$ cat src/design/lexc_pkg.sv
package lexc_pkg;

	localparam int KW_COUNT    = 18;
	localparam int KW_MAX_TEXT = 8;
	localparam int OP_COUNT    = 16;
	localparam int QUEUE_DEPTH = 2;

	localparam logic [5:0] KIND_UNDEFINED  = 6'd0;
	localparam logic [5:0] KIND_IDENTIFIER = 6'd1;
	localparam logic [5:0] KIND_NUMBER     = 6'd2;
	localparam logic [5:0] KIND_LABEL      = 6'd3;
	localparam logic [5:0] KIND_OP_BASE    = 6'd4;
	localparam logic [5:0] KIND_KW_BASE    = 6'd20;

	localparam logic [7:0] CHAR_COLON = ":";

	localparam logic [7:0] OP_CHARS [0:OP_COUNT-1] = '{
		"=", "+", "-", "*", "/", "%", "(", ")",
		"[", "]", ",", "|", "^", "&", "<", ">"
	};

	localparam logic [7:0] KW_TEXT [0:KW_COUNT-1][0:KW_MAX_TEXT-1] = '{
		'{"i", "f", 8'h00, 8'h00, 8'h00, 8'h00, 8'h00, 8'h00},
		'{"o", "r", 8'h00, 8'h00, 8'h00, 8'h00, 8'h00, 8'h00},
		'{"n", "o", "t", 8'h00, 8'h00, 8'h00, 8'h00, 8'h00},
		'{"a", "n", "d", 8'h00, 8'h00, 8'h00, 8'h00, 8'h00},
		'{"t", "h", "e", "n", 8'h00, 8'h00, 8'h00, 8'h00},
		'{"e", "l", "s", "e", 8'h00, 8'h00, 8'h00, 8'h00},
		'{"g", "o", "t", "o", 8'h00, 8'h00, 8'h00, 8'h00},
		'{"p", "r", "i", "n", "t", 8'h00, 8'h00, 8'h00},
		'{"e", "n", "d", "i", "f", 8'h00, 8'h00, 8'h00},
		'{"w", "h", "i", "l", "e", 8'h00, 8'h00, 8'h00},
		'{"l", "o", "c", "a", "l", 8'h00, 8'h00, 8'h00},
		'{"s", "p", "a", "c", "e", 8'h00, 8'h00, 8'h00},
		'{"r", "e", "t", "u", "r", "n", 8'h00, 8'h00},
		'{"g", "l", "o", "b", "a", "l", 8'h00, 8'h00},
		'{"p", "r", "i", "n", "t", "l", "n", 8'h00},
		'{"n", "e", "w", "l", "i", "n", "e", 8'h00},
		'{"f", "u", "n", "c", "t", "i", "o", "n"},
		'{"e", "n", "d", "w", "h", "i", "l", "e"}
	};

	localparam logic [3:0] KW_LEN [0:KW_COUNT-1] = '{
		4'd2, 4'd2, 4'd3, 4'd3, 4'd4, 4'd4, 4'd4, 4'd5, 4'd5,
		4'd5, 4'd5, 4'd5, 4'd6, 4'd6, 4'd7, 4'd7, 4'd8, 4'd8
	};

	// Classification of one finished lexeme, passed from front to back.
	typedef struct packed {
		logic       op_hit;
		logic [3:0] op_idx;
		logic       letters;
		logic       digits;
		logic       colon;
		logic       kw_hit;
		logic [4:0] kw_idx;
	} lexc_rec_t;

endpackage

$ cat src/design/lexeme_token_classifier_top.sv
// Lexeme token classifier: takes one byte of a lexeme per transfer on the slave
// side, with tlast on the final byte, and gives one token kind per lexeme on the
// master side. A byte can be taken in every cycle; the front end updates the
// running letter, digit and keyword-prefix flags in that cycle, and a finished
// lexeme's record is written into a two-entry queue and then taken into the back
// end's output register, which shows the token kind. The slave side only stalls
// when the queue is full, i.e. when results back up behind a stalled master side.
// Non-final bytes give no result.
module lexeme_token_classifier_top #(
	parameter int MAX_KEYWORD_LEN = 8
) (
	input  logic       clk,
	input  logic       arst_n,
	input  logic       s_tvalid,
	output logic       s_tready,
	input  logic [7:0] s_tdata,   // [7:0] char_in
	input  logic       s_tlast,   // last_char
	output logic       m_tvalid,
	input  logic       m_tready,
	output logic [7:0] m_tdata    // [5:0] token_kind, [7:6] zero
);

	lexc_pkg::lexc_rec_t front_rec;
	lexc_pkg::lexc_rec_t head_rec;
	logic                push;
	logic                full;
	logic                pop;
	logic                not_empty;
	logic                in_fire;
	logic [5:0]          token_kind;

	assign s_tready = !full;
	assign in_fire  = s_tvalid && !full;

	lexc_front #(
		.MAX_KEYWORD_LEN(MAX_KEYWORD_LEN)
	) u_front (
		.clk       (clk),
		.arst_n    (arst_n),
		.in_fire   (in_fire),
		.char_in   (s_tdata),
		.last_char (s_tlast),
		.push      (push),
		.rec       (front_rec)
	);

	lexc_queue u_queue (
		.clk       (clk),
		.arst_n    (arst_n),
		.push      (push),
		.push_rec  (front_rec),
		.full      (full),
		.pop       (pop),
		.not_empty (not_empty),
		.head      (head_rec)
	);

	lexc_back u_back (
		.clk        (clk),
		.arst_n     (arst_n),
		.rec_valid  (not_empty),
		.rec        (head_rec),
		.pop        (pop),
		.out_valid  (m_tvalid),
		.out_ready  (m_tready),
		.token_kind (token_kind)
	);

	assign m_tdata = {2'b00, token_kind};

endmodule

$ cat src/design/lexc_front.sv
module lexc_front #(
	parameter int MAX_KEYWORD_LEN = 8
) (
	input  logic                 clk,
	input  logic                 arst_n,
	input  logic                 in_fire,
	input  logic [7:0]           char_in,
	input  logic                 last_char,
	output logic                 push,
	output lexc_pkg::lexc_rec_t  rec
);

	localparam int CW = $clog2(MAX_KEYWORD_LEN + 2);

	logic [CW-1:0]                   length_q;
	logic                            all_letters_q;
	logic                            all_digits_q;
	logic [lexc_pkg::KW_COUNT-1:0]   alive_q;

	logic [CW-1:0]                   len_next;
	logic                            letters_next;
	logic                            digits_next;
	logic [lexc_pkg::KW_COUNT-1:0]   alive_next;
	logic                            is_letter;
	logic                            is_digit;
	logic                            pos_ok;

	assign is_letter = ((char_in >= "A") && (char_in <= "Z")) ||
	                   ((char_in >= "a") && (char_in <= "z"));
	assign is_digit  = (char_in >= "0") && (char_in <= "9");
	assign pos_ok    = length_q < CW'(lexc_pkg::KW_MAX_TEXT);

	assign len_next     = (length_q < CW'(MAX_KEYWORD_LEN + 1)) ? length_q + CW'(1) : length_q;
	assign letters_next = all_letters_q & is_letter;
	assign digits_next  = all_digits_q & is_digit;

	always_comb begin
		for (int k = 0; k < lexc_pkg::KW_COUNT; k++) begin
			alive_next[k] = alive_q[k] && pos_ok &&
			                (length_q < CW'(lexc_pkg::KW_LEN[k])) &&
			                (lexc_pkg::KW_TEXT[k][length_q[2:0]] == char_in);
		end
	end

	// Result record for the final byte of a lexeme.
	always_comb begin
		rec         = '0;
		rec.letters = letters_next;
		rec.digits  = digits_next;
		rec.colon   = (char_in == lexc_pkg::CHAR_COLON);
		// A lexeme of length one is an operator when its byte is in the list.
		if (length_q == '0) begin
			for (int k = lexc_pkg::OP_COUNT - 1; k >= 0; k--) begin
				if (lexc_pkg::OP_CHARS[k] == char_in) begin
					rec.op_hit = 1'b1;
					rec.op_idx = 4'(k);
				end
			end
		end
		// The lowest-numbered live keyword of exactly this length wins.
		for (int k = lexc_pkg::KW_COUNT - 1; k >= 0; k--) begin
			if (alive_next[k] && (len_next == CW'(lexc_pkg::KW_LEN[k]))) begin
				rec.kw_hit = 1'b1;
				rec.kw_idx = 5'(k);
			end
		end
	end

	assign push = in_fire & last_char;

	always_ff @(posedge clk or negedge arst_n) begin
		if (!arst_n) begin
			length_q      <= '0;
			all_letters_q <= 1'b1;
			all_digits_q  <= 1'b1;
			alive_q       <= '1;
		end else if (in_fire) begin
			if (last_char) begin
				length_q      <= '0;
				all_letters_q <= 1'b1;
				all_digits_q  <= 1'b1;
				alive_q       <= '1;
			end else begin
				length_q      <= len_next;
				all_letters_q <= letters_next;
				all_digits_q  <= digits_next;
				alive_q       <= alive_next;
			end
		end
	end

endmodule

$ cat src/design/lexc_queue.sv
module lexc_queue (
	input  logic                 clk,
	input  logic                 arst_n,
	input  logic                 push,
	input  lexc_pkg::lexc_rec_t  push_rec,
	output logic                 full,
	input  logic                 pop,
	output logic                 not_empty,
	output lexc_pkg::lexc_rec_t  head
);

	localparam int DEPTH = lexc_pkg::QUEUE_DEPTH;
	localparam int AW    = (DEPTH > 1) ? $clog2(DEPTH) : 1;
	localparam int NW    = $clog2(DEPTH + 1);

	lexc_pkg::lexc_rec_t entry_q [0:DEPTH-1];
	logic [AW-1:0]       wr_ptr_q;
	logic [AW-1:0]       rd_ptr_q;
	logic [NW-1:0]       count_q;

	assign full      = (count_q == NW'(DEPTH));
	assign not_empty = (count_q != '0);
	assign head      = entry_q[rd_ptr_q];

	always_ff @(posedge clk) begin
		if (push) begin
			entry_q[wr_ptr_q] <= push_rec;
		end
	end

	always_ff @(posedge clk or negedge arst_n) begin
		if (!arst_n) begin
			wr_ptr_q <= '0;
			rd_ptr_q <= '0;
			count_q  <= '0;
		end else begin
			if (push) begin
				wr_ptr_q <= (wr_ptr_q == AW'(DEPTH - 1)) ? '0 : wr_ptr_q + AW'(1);
			end
			if (pop) begin
				rd_ptr_q <= (rd_ptr_q == AW'(DEPTH - 1)) ? '0 : rd_ptr_q + AW'(1);
			end
			if (push && !pop) begin
				count_q <= count_q + NW'(1);
			end else if (pop && !push) begin
				count_q <= count_q - NW'(1);
			end
		end
	end

endmodule

$ cat src/design/lexc_back.sv
module lexc_back (
	input  logic                 clk,
	input  logic                 arst_n,
	input  logic                 rec_valid,
	input  lexc_pkg::lexc_rec_t  rec,
	output logic                 pop,
	output logic                 out_valid,
	input  logic                 out_ready,
	output logic [5:0]           token_kind
);

	logic       valid_q;
	logic [5:0] kind_q;
	logic [5:0] kind_next;

	always_comb begin
		if (rec.op_hit) begin
			kind_next = lexc_pkg::KIND_OP_BASE + 6'(rec.op_idx);
		end else if (rec.letters || rec.colon) begin
			if (rec.kw_hit) begin
				kind_next = lexc_pkg::KIND_KW_BASE + 6'(rec.kw_idx);
			end else if (rec.colon) begin
				kind_next = lexc_pkg::KIND_LABEL;
			end else begin
				kind_next = lexc_pkg::KIND_IDENTIFIER;
			end
		end else if (rec.digits) begin
			kind_next = lexc_pkg::KIND_NUMBER;
		end else begin
			kind_next = lexc_pkg::KIND_UNDEFINED;
		end
	end

	assign pop        = rec_valid && (!valid_q || out_ready);
	assign out_valid  = valid_q;
	assign token_kind = kind_q;

	always_ff @(posedge clk) begin
		if (pop) begin
			kind_q <= kind_next;
		end
	end

	always_ff @(posedge clk or negedge arst_n) begin
		if (!arst_n) begin
			valid_q <= 1'b0;
		end else if (pop) begin
			valid_q <= 1'b1;
		end else if (out_ready) begin
			valid_q <= 1'b0;
		end
	end

endmodule

$ cat config.mk
export PLATFORM = sky130hd
export DESIGN_NAME = lexeme_token_classifier_top
export DESIGN_NICKNAME = d
export VERILOG_FILES = /design/src/design/lexc_pkg.sv /design/src/design/lexeme_token_classifier_top.sv /design/src/design/lexc_front.sv /design/src/design/lexc_queue.sv /design/src/design/lexc_back.sv
export SDC_FILE = /design/constraint.sdc
export NUM_CORES = 1
export LEC_CHECK = 0
export BUFFER_PORTS_ARGS = -buffer_cell sky130_fd_sc_hd__buf_2
export CORE_MARGIN = 3
export CORE_UTILIZATION = 33
export CTS_BUF_LIST = sky130_fd_sc_hd__clkbuf_8
export DETAILED_ROUTE_END_ITERATION = 10
export HOLD_SLACK_MARGIN = 0.05
export SYNTH_ARGS = -nofsm -noshare
export SYNTH_HDL_FRONTEND = slang
export SYNTH_SLANG_ARGS = --single-unit
export TNS_END_PERCENT = 30
$ cat constraint.sdc
create_clock -name clk -period 2.66 [get_ports clk]
set_input_delay 0.133 -clock clk [delete_from_list [all_inputs] [get_ports clk]]
set_output_delay 0.133 -clock clk [all_outputs]
set_load 0.01 [all_outputs]
==> results of run 1 <==
==> where the power goes <==
group	total, mW	internal (mW)	switching (mW)
Clock	0.937	0.529	0.409
Sequential	1.68	1.45	0.226
Combinational	3.91	1.80	2.11
Total	6.53	3.78	2.74
==> critical path, cell delays in order, from the launching register on <==
cell	delay (ns)
dfrtp_1	0.44
inv_2	0.10
ha_4	0.21
buf_6	0.13
or3_1	0.30
nand2_1	0.08
a32oi_2	0.12
or4_4	0.54
a21o_1	0.21
a221oi_2	0.25
o211ai_1	0.15
==> per-stage QoR <==
step | setup WS, ns | TNS [ns] | instance area (um2)
2_1_floorplan | 0.00473 | 0 | 5110
3_3_place_gp | -0.170 | -0.866 | 5980
3_5_place_dp | -0.182 | -1.39 | 5980
4_1_cts | -0.0923 | -0.398 | 6430
5_1_grt | -0.236 | -1.37 | 6530
6_report | -0.157 | -0.653 | 6530
==> area by class of cell <==
type / count / area, um2 / area share, %
Multi-Input combinational cell: 457 / 3230 / 49.4
Timing Repair Buffer: 136 / 1010 / 15.4
Clock inverter: 7 / 96.3 / 1.48
Sequential cell: 63 / 1770 / 27.2
Inverter: 17 / 71.3 / 1.09
Tap cell: 184 / 230 / 3.53
Clock buffer: 9 / 124 / 1.90
==> cells in the mapped netlist (all sizes together), types with 7 or more instances <==
master / count / area [um2]
dfstp: 20 / 526
nor2: 54 / 203
buf: 33 / 199
nor2b: 12 / 82.6
nor3: 16 / 80.1
nand2b: 16 / 100
dfrtp: 9 / 225
xor2: 16 / 140
ha: 12 / 150
xnor2: 24 / 218
and2: 7 / 43.8
a31oi: 11 / 68.8
nand3: 17 / 85.1
edfxtp: 34 / 1020
mux2i: 8 / 80.1
clkbuf: 14 / 52.6
o22ai: 7 / 43.8
nor4b: 8 / 76.3
o21ai: 34 / 170
inv: 16 / 60.1
nor4: 8 / 56.3
a21oi: 32 / 160
nand2: 59 / 221
a21o: 8 / 60.1
==> state kept, by name, indices dropped and copies added (netlist names), 2 cells and up <==
signal             count
u_queue.entry_q       28
u_back.token_kind      6
u_queue.count_q        2
u_front.alive_q       18
u_front.length_q       4
==> layer usage <==
metal | track usage (%) | routed length [um]
met4 | 7.21 | 552
met1 | 26.2 | 7190
met2 | 33.4 | 8100
met5 | 0 | 0
met3 | 4.74 | 1040
==> timing repair <==
action                                 4_1_cts  5_1_grt
gates resized for setup                     34       18
hold buffers                                 2        0
endpoints found under the hold margin       10        0
pin swaps                                   16        2
cloned                                       0        0
setup endpoints to repair                   12       12
setup buffers                                9        0
==> cells by family (layout without fill, tap and decap cells) <==
family / Yosys count / count (layout)
AO/OA/AOI/OAI: 155 / 155
XOR/XNOR: 40 / 40
adder cells (fa/ha/maj): 12 / 12
buffers and inverters: 64 / 169
flip-flops: 63 / 63
multiplexers: 12 / 12
other: 1 / 2
AND/OR/NAND/NOR: 236 / 236
==> path summary, 6_finish.rpt <==
| check | endpoint | slack, ns | cells after the start |
|---|---|---|---|
| max | u_queue.entry_q[0][0] | -0.16 | 10 |
| min | u_front.alive_q[17] | 0.21 | 3 |
| max reg2reg | u_queue.entry_q[0][0] | -0.16 | 10 |
| min reg2reg | u_front.alive_q[12] | 0.46 | 2 |
| max in group asynchronous | u_front.length_q[1] | 1.82 | 2 |
| min in group asynchronous | u_front.length_q[2] | 0.35 | 2 |
==> impl_metrics.ini, run 1 <==
[run_status]
status = finished, violations left
violations = negative setup slack

[power_and_ir_drop]
peakVddDrop_uv = 705
powerDensity_nw_per_um2 = 999
p_leak_nw = 2.56
report.power.total_mw = 6.53

[timing]
min_period_ns = 2.82
relSlewSlack_pct = 52.7
setup_slack_ns = -0.157
hold_slack_ns = 0.214
hold_viol_final = 0
finalCritPeriodShare_pct = 106
worstMarginPinSlew_ns = 0.709
fmax_mhz = 355
rsz0062_at_grt = true
setup_viol = 6
final_max_slew_viol_count = 0
skew_ns = 0.0171

[cells_and_area]
finalNonFillerCells = 873
syn_to_final_growth_pct = 29.7
final_cell_mix = 110 x buf_4, 59 x nand2_1, 52 x nor2_1
layout-drive-gt1-share_pct = 34.3
diodes = 0
layout_commonest_cell = buf_4
nets = 709
fin_util_pct = 44.3
fill_cells = 1406

[synthesis]
yosys.area_share.simple_pct = 24.5
synthDistinctLibCells = 75
ys_ff_latch = 63
synthXorXnorAreaFrac_pct = 7.11
postSynthCellCount = 583
synth_fa_ha_area_share_pct = 2.98
ys.warnings.count = 0
synth_area_um2 = 5030
synth_compound_area_share_pct = 21.4
ys_async_sr_fraction_pct = 46.0
ys.flop_type = edfxtp_1
synth_mux_area_share_pct = 2.49
synth_edf_count = 34
synth_top_family_by_area = simple AND/OR/NAND/NOR gates
ys_seq_area_share_pct = 35.2
avgSynthCellArea_um2 = 8.64

[global_routing]
grt_usage_pct = 20.3
grt_pass1_wl_um = 26400
grt_max_degree = 30
antenna_found_initial = 0
grt_pass1_vias = 4852
globalRoute.totalOverflow = 0

[cts]
cts_tree = yes
cts-buffers-inserted = 9
clk_path_buf_depth = 2
cts.clk_slew.worst_paths_ns = 0.09
clk_latency_ns = 0.35
root_buffer = clkbuf_8
htree_levels = 3
cts_sinks = 63

[worst_setup_path]
path_class = reg -> reg
critPathLaunch = u_front.length_q[0]
cp_data_required_time_ns = 2.73
r2r-start = u_front.length_q[0]
crit_path_end_kind = flop
worstPathMaxFanout = 6
cp-start-kind = flop
crit_arrival_ns = 2.89

[floorplanning]
fp.dieW_um = 130
core_area_um2 = 14800
initial_core_util_pct = 34.1
io_pins = 23
fp.dieH_um = 130
die_area_um2 = 16800
rows = 44

[drt]
dr.pass1.iters = 5
wl_um = 16900
vias_per_cell = 5.72
wl_per_cell_um = 19.3
drtIter0Drc = 473
drc = 0
dr_total_vias = 4994
drtAntennaViolNets = 0

[placement]
dp.cells = 846
gp_congestion = 0.975
hpwl_um = 12800
io_buffers = 20

[min_path]
hold_path.class = in -> reg
min-delay-start = s_tlast

[run]
maxCapViolCount = 0
No activity file was read; power rests on OpenSTA's default activity.
==> run 2: changes to the inputs <==
Settings changed: CELL_PAD_IN_SITES_DETAIL_PLACEMENT from default to 0, CELL_PAD_IN_SITES_GLOBAL_PLACEMENT from default to 1, PLACE_DENSITY_LB_ADDON from default to 0.1.
==> run 2 against run 1 <==
  * The run still ends with negative setup slack left
  * Sequential power is essentially flat
  * Cell count grew 2.6%
  * Maximum frequency shrank 1.3%
  * Power grew 4.9%
  * Critical path depth grew 1
  * Count of clock-buffer cells in the layout is the same
  * Flip-flop and latch count is the same
  * Largest power group unchanged
  * Highest routed layer unchanged
==> impl_metrics.ini, run 2 (synthesized netlist as in run 1, its figures left out) <==
[drt]
drc = 0
vias_per_cell = 5.62
dr_total_vias = 5032
dr.pass1.iters = 5
drtAntennaViolNets = 0
drtIter0Drc = 352
wl_um = 18600
wl_per_cell_um = 20.7

[worst_setup_path]
slowest_stage = or4_4
crit_arrival_ns = 2.92
path_cells = buf_12, inv_8, ha_4, buf_6, or3_4, nand2_4, a32oi_1, or4_4, a21o_1, a221oi_2, o211ai_1
r2r.worst_path.cells = 11
slowest_delay_ns = 0.54
crit_path_end_kind = flop
cp-start-kind = flop
cp_data_required_time_ns = 2.72
worstPathMaxFanout = 6
rrSetupSlack_ns = -0.19
path_class = reg -> reg
r2r_end = u_queue.entry_q[1][0]
r2r-start = u_front.length_q[1]
critPathLaunch = u_front.length_q[1]
crit_end = u_queue.entry_q[1][0]

[floorplanning]
io_pins = 23
initial_core_util_pct = 34.1
fp.dieH_um = 130
core_area_um2 = 14800
rows = 44
die_area_um2 = 16800
fp.dieW_um = 130

[power_and_ir_drop]
powerDensity_nw_per_um2 = 1010
p_leak_nw = 2.67
peakVddDrop_uv = 559

[cells_and_area]
fin_util_pct = 46.0
largest_reg_flops = 28
diodes = 0
fill_cells = 1460
final_cell_mix = 127 x buf_4, 57 x nand2_1, 50 x nor2_1
finalNonFillerCells = 896
syn_to_final_growth_pct = 34.8
layout-drive-gt1-share_pct = 37.8
layout_commonest_cell = buf_4
largest_register = u_queue.entry_q
nets = 732

[timing]
setup_slack_ns = -0.194
hold_viol_final = 0
final_max_slew_viol_count = 0
skew_ns = 0.0127
setup_tns_ns = -0.896
relSlewSlack_pct = 49.4
finalCritPeriodShare_pct = 107
setup_viol = 6
rsz0062_at_grt = true
worstMarginPinSlew_ns = 0.759
fmax_mhz = 350
min_period_ns = 2.85

[cts]
root_buffer = clkbuf_8
clk_path_buf_depth = 2
cts.clk_slew.worst_paths_ns = 0.08
clk_latency_ns = 0.35
htree_levels = 3
cts_tree = yes
cts-buffers-inserted = 9
cts_sinks = 63

[min_path]
hold_path.class = in -> reg

[global_routing]
grt_pass1_wl_um = 28600
grt_usage_pct = 22.5
grt_max_degree = 30
globalRoute.totalOverflow = 0
antenna_found_initial = 0
grt_pass1_vias = 4959

[placement]
dp.cells = 863
gp_congestion = 0.977
hpwl_um = 13900
io_buffers = 20

[run]
maxCapViolCount = 0

[run_status]
status = finished, violations left
violations = negative setup slack
[run 2: cell count changes in the layout (fill, tap and decap cells not counted), sizes merged]
cell	delta
bufinv	-1
buf	+23
clkinv	+1
[run 2: through the flow]
stage	hold WS (ns)	total power [mW]	instance area, um2	setup slack [ns]
after global placement	0.230	5.51	6150	-0.213
after detailed placement	0.236	5.50	6150	-0.240
after CTS	0.186	6.75	6710	-0.182
final	0.197	6.85	6790	-0.194
after global routing	0.193	7.28	6790	-0.321
after floorplan	-0.163	3.87	5110	0.00473
[run 2: worst min path at each step]
stage / from / end / slack [ns] / cells past startpoint
2_1_floorplan: arst_n / u_back.out_valid / -0.16 / 0
3_3_place_gp: arst_n / u_queue.rd_ptr_q / 0.23 / 1
3_5_place_dp: arst_n / u_queue.rd_ptr_q / 0.24 / 1
4_1_cts: s_tlast / u_front.alive_q[3] / 0.19 / 3
5_1_grt: s_tlast / u_front.alive_q[3] / 0.19 / 3
6_report: s_tlast / u_front.alive_q[0] / 0.20 / 3
[run 2: area by class of cell]
type	count	area, um2	area share [%]
clock inverters	7	72.6	1.07
multi-input cells	457	3280	48.4
repair buffers	159	1230	18.1
flip-flops and latches	63	1770	26.1
inverters	17	71.3	1.05
clock buffers	9	124	1.83
well taps	184	230	3.39
[run 2: per-layer routing]
metal | wire length (um) | GRT usage, %
met2 | 8850 | 37.7
met3 | 823 | 3.67
met5 | 0 | 0
met4 | 962 | 10.2
met1 | 7940 | 28.6
[run 2: worst max-delay path: cells and delay by family, from the launching register on]
kind                       cells  cell delay [ns]
DFF                            1             0.40
and+or+nand+nor                3             0.96
buffers and inverters          3             0.33
AOI/OAI and AO/OA              4             0.68
adders and majority gates      1             0.20
[run 2: timing repair]
item,CTS,global route
hold buffers,2,0
gates cloned,0,0
pin swaps,22,12
setup buffers,16,1
setup endpoints to repair,12,12
resized for setup,53,12
endpoints found under the hold margin,10,0
[run 2: power by group]
part,switching (mW),internal [mW]
registers,0.195,1.45
clock network,0.411,0.434
logic,2.31,2.04
==> run 3: changes to the inputs <==
Clock period 2.66 ns to 3.4 ns, I/O delays scaled along.
==> run 3 against run 2 <==
  * The flow now finishes without violations
  * Via count decreased by 8.3%
  * Critical path type unchanged
  * Setup slack better by 0.40 ns
  * First-iteration DRC count is 14% lower
  * Clock power is 34% lower
  * Die area is the same
  * Final area is 18% lower
  * Cell count shrank 11%
  * Largest cell class unchanged
  * Flip-flop and latch count is the same
  * Non-clock buffer count shrank 102
==> impl_metrics.ini, run 3 (synthesized netlist as in run 1, its figures left out) <==
[floorplanning]
core_area_um2 = 14800
fp.dieH_um = 130
die_area_um2 = 16800
rows = 44
io_pins = 23
initial_core_util_pct = 34.1
fp.dieW_um = 130

[cells_and_area]
diodes = 0
syn_to_final_growth_pct = 10.5
final_cell_mix = 59 x nand2_1, 54 x nor2_1, 36 x buf_4
layout_commonest_cell = nand2_1
largest_register = u_queue.entry_q
largest_reg_flops = 28
nets = 630
layout-drive-gt1-share_pct = 18.5
fill_cells = 1488
seq_area_um2 = 1770
multiInputGateArea_um2 = 2950

[timing]
fmax_mhz = 313
skew_ns = 0.0158
relSlewSlack_pct = 53.5
worstMarginPinSlew_ns = 0.698
setup_slack_ns = 0.205
rsz0062_at_grt = false
min_period_ns = 3.19
finalCritPeriodShare_pct = 94.0
setup_tns_ns = 0
hold_viol_final = 0
setup_viol = 0
final_max_slew_viol_count = 0

[power_and_ir_drop]
peakVddDrop_uv = 634
power_switching_mw = 1.95
power_frac_comb_pct = 56.8
pwr-share-clk_pct = 13.0
internal_power_mw = 2.34
p_leak_nw = 2.07
powerDensity_nw_per_um2 = 771
swShare_pct = 45.4
seq_power_share_pct = 30.2

[global_routing]
busiest_layer = met2
met3_usage_pct = 2.72
grt_pass1_vias = 4463
grt_max_degree = 30
gr-usage-met1_pct = 28.1
grt_usage_pct = 21.4
grt_pass1_wl_um = 27200
grtUsageMet2_pct = 35.2
globalRoute.totalOverflow = 0
antenna_found_initial = 0

[cts]
cts_tree = yes
cts_sinks = 63
cts-buffers-inserted = 9
htree_levels = 3
post_cts_resized = 0
root_buffer = clkbuf_8
clk_path_buf_depth = 2
clk_latency_ns = 0.35
cts.clk_slew.worst_paths_ns = 0.08

[run_status]
status = finished clean

[worst_setup_path]
crit_arrival_ns = 3.27
crit_path_end_kind = flop
rrSetupSlack_ns = 0.21
worstPathMaxFanout = 21
cp_data_required_time_ns = 3.48
cp-start-kind = flop
path_class = reg -> reg

[drt]
dr.pass1.iters = 5
wl_um = 17300
drc = 0
drtIter0Drc = 302
drtAntennaViolNets = 0
wl_per_cell_um = 21.8
vias_per_cell = 5.81
dr_total_vias = 4615

[min_path]
hold_path.class = in -> reg

[placement]
gp_congestion = 0.971
pre_cts_slack_ns = 0.297
io_buffers = 20
hpwl_um = 12900

[run]
maxCapViolCount = 0
-- run 3: cell count changes in the layout (fill, tap and decap cells not counted), sizes merged --
| cell | delta |
|---|---|
| buf | -101 |
| dlygate4sd3 | -1 |
| clkinvlp | +1 |
| bufinv | -1 |
-- run 3: path summary, 6_finish.rpt --
kind / from / cells after the start / endpoint
max: u_front.length_q[1] / 10 / u_queue.entry_q[1][5]
min: m_tready / 3 / u_back.out_valid
max reg2reg: u_front.length_q[1] / 10 / u_queue.entry_q[1][5]
min reg2reg: u_front.alive_q[12] / 2 / u_front.alive_q[12]
max in group asynchronous: arst_n / 2 / u_front.length_q[3]
min in group asynchronous: arst_n / 2 / u_queue.rd_ptr_q
-- run 3: through the flow --
stage / power (mW) / area, um2 / utilization, % / hold WS (ns) / instances
floorplan: 2.95 / 5040 / - / -0.126 / 584
global placement: 3.73 / 5390 / 36.5 / 0.262 / 777
detailed placement: 3.71 / 5390 / 36.5 / 0.264 / 777
CTS: 4.29 / 5560 / 37.7 / 0.0929 / 794
global route: 4.59 / 5560 / 37.7 / 0.109 / 794
finish: 4.29 / 5560 / 37.7 / 0.108 / 794
-- run 3: worst max-delay path, cell delays in order, from the launching register on --
cell     delay [ns]
dfrtp_1        0.41
buf_4          0.32
ha_1           0.44
or2_2          0.19
a21oi_1        0.06
a31oi_1        0.26
nor3_1         0.13
o21ai_1        0.20
and2_1         0.19
nor3b_1        0.30
or3b_1         0.41
-- run 3: timing repair --
| action | 4_1_cts | 5_1_grt |
|---|---|---|
| hold buffers | 1 | 0 |
| buffers inserted | 0 | 0 |
| hold endpoints to repair | 9 | 0 |
-- run 3: power groups by stage --
stage	registers [mW]	logic, mW	clock network, mW
floorplan	1.26	1.69	0
global placement	1.31	2.42	0
detailed placement	1.31	2.40	0
CTS	1.29	2.41	0.587
global route	1.32	2.66	0.619
finish	1.30	2.43	0.560
-- run 3: metal layers --
layer,vias to the layer above,share of wire (%)
li1,2176,-
met1,2233,44
met2,167,48
met3,39,4.1
met4,0,4.1
met5,-,0
-- run 3: cell type report --
class                   instances  share of cell area, %
inverters                      17                   1.15
well taps                     184                   4.14
multi-input cells             457                   53.1
repair buffers                 57                   6.84
flip-flops and latches         63                   31.8
clock inverters                 7                  0.742
clock buffers                   9                   2.23
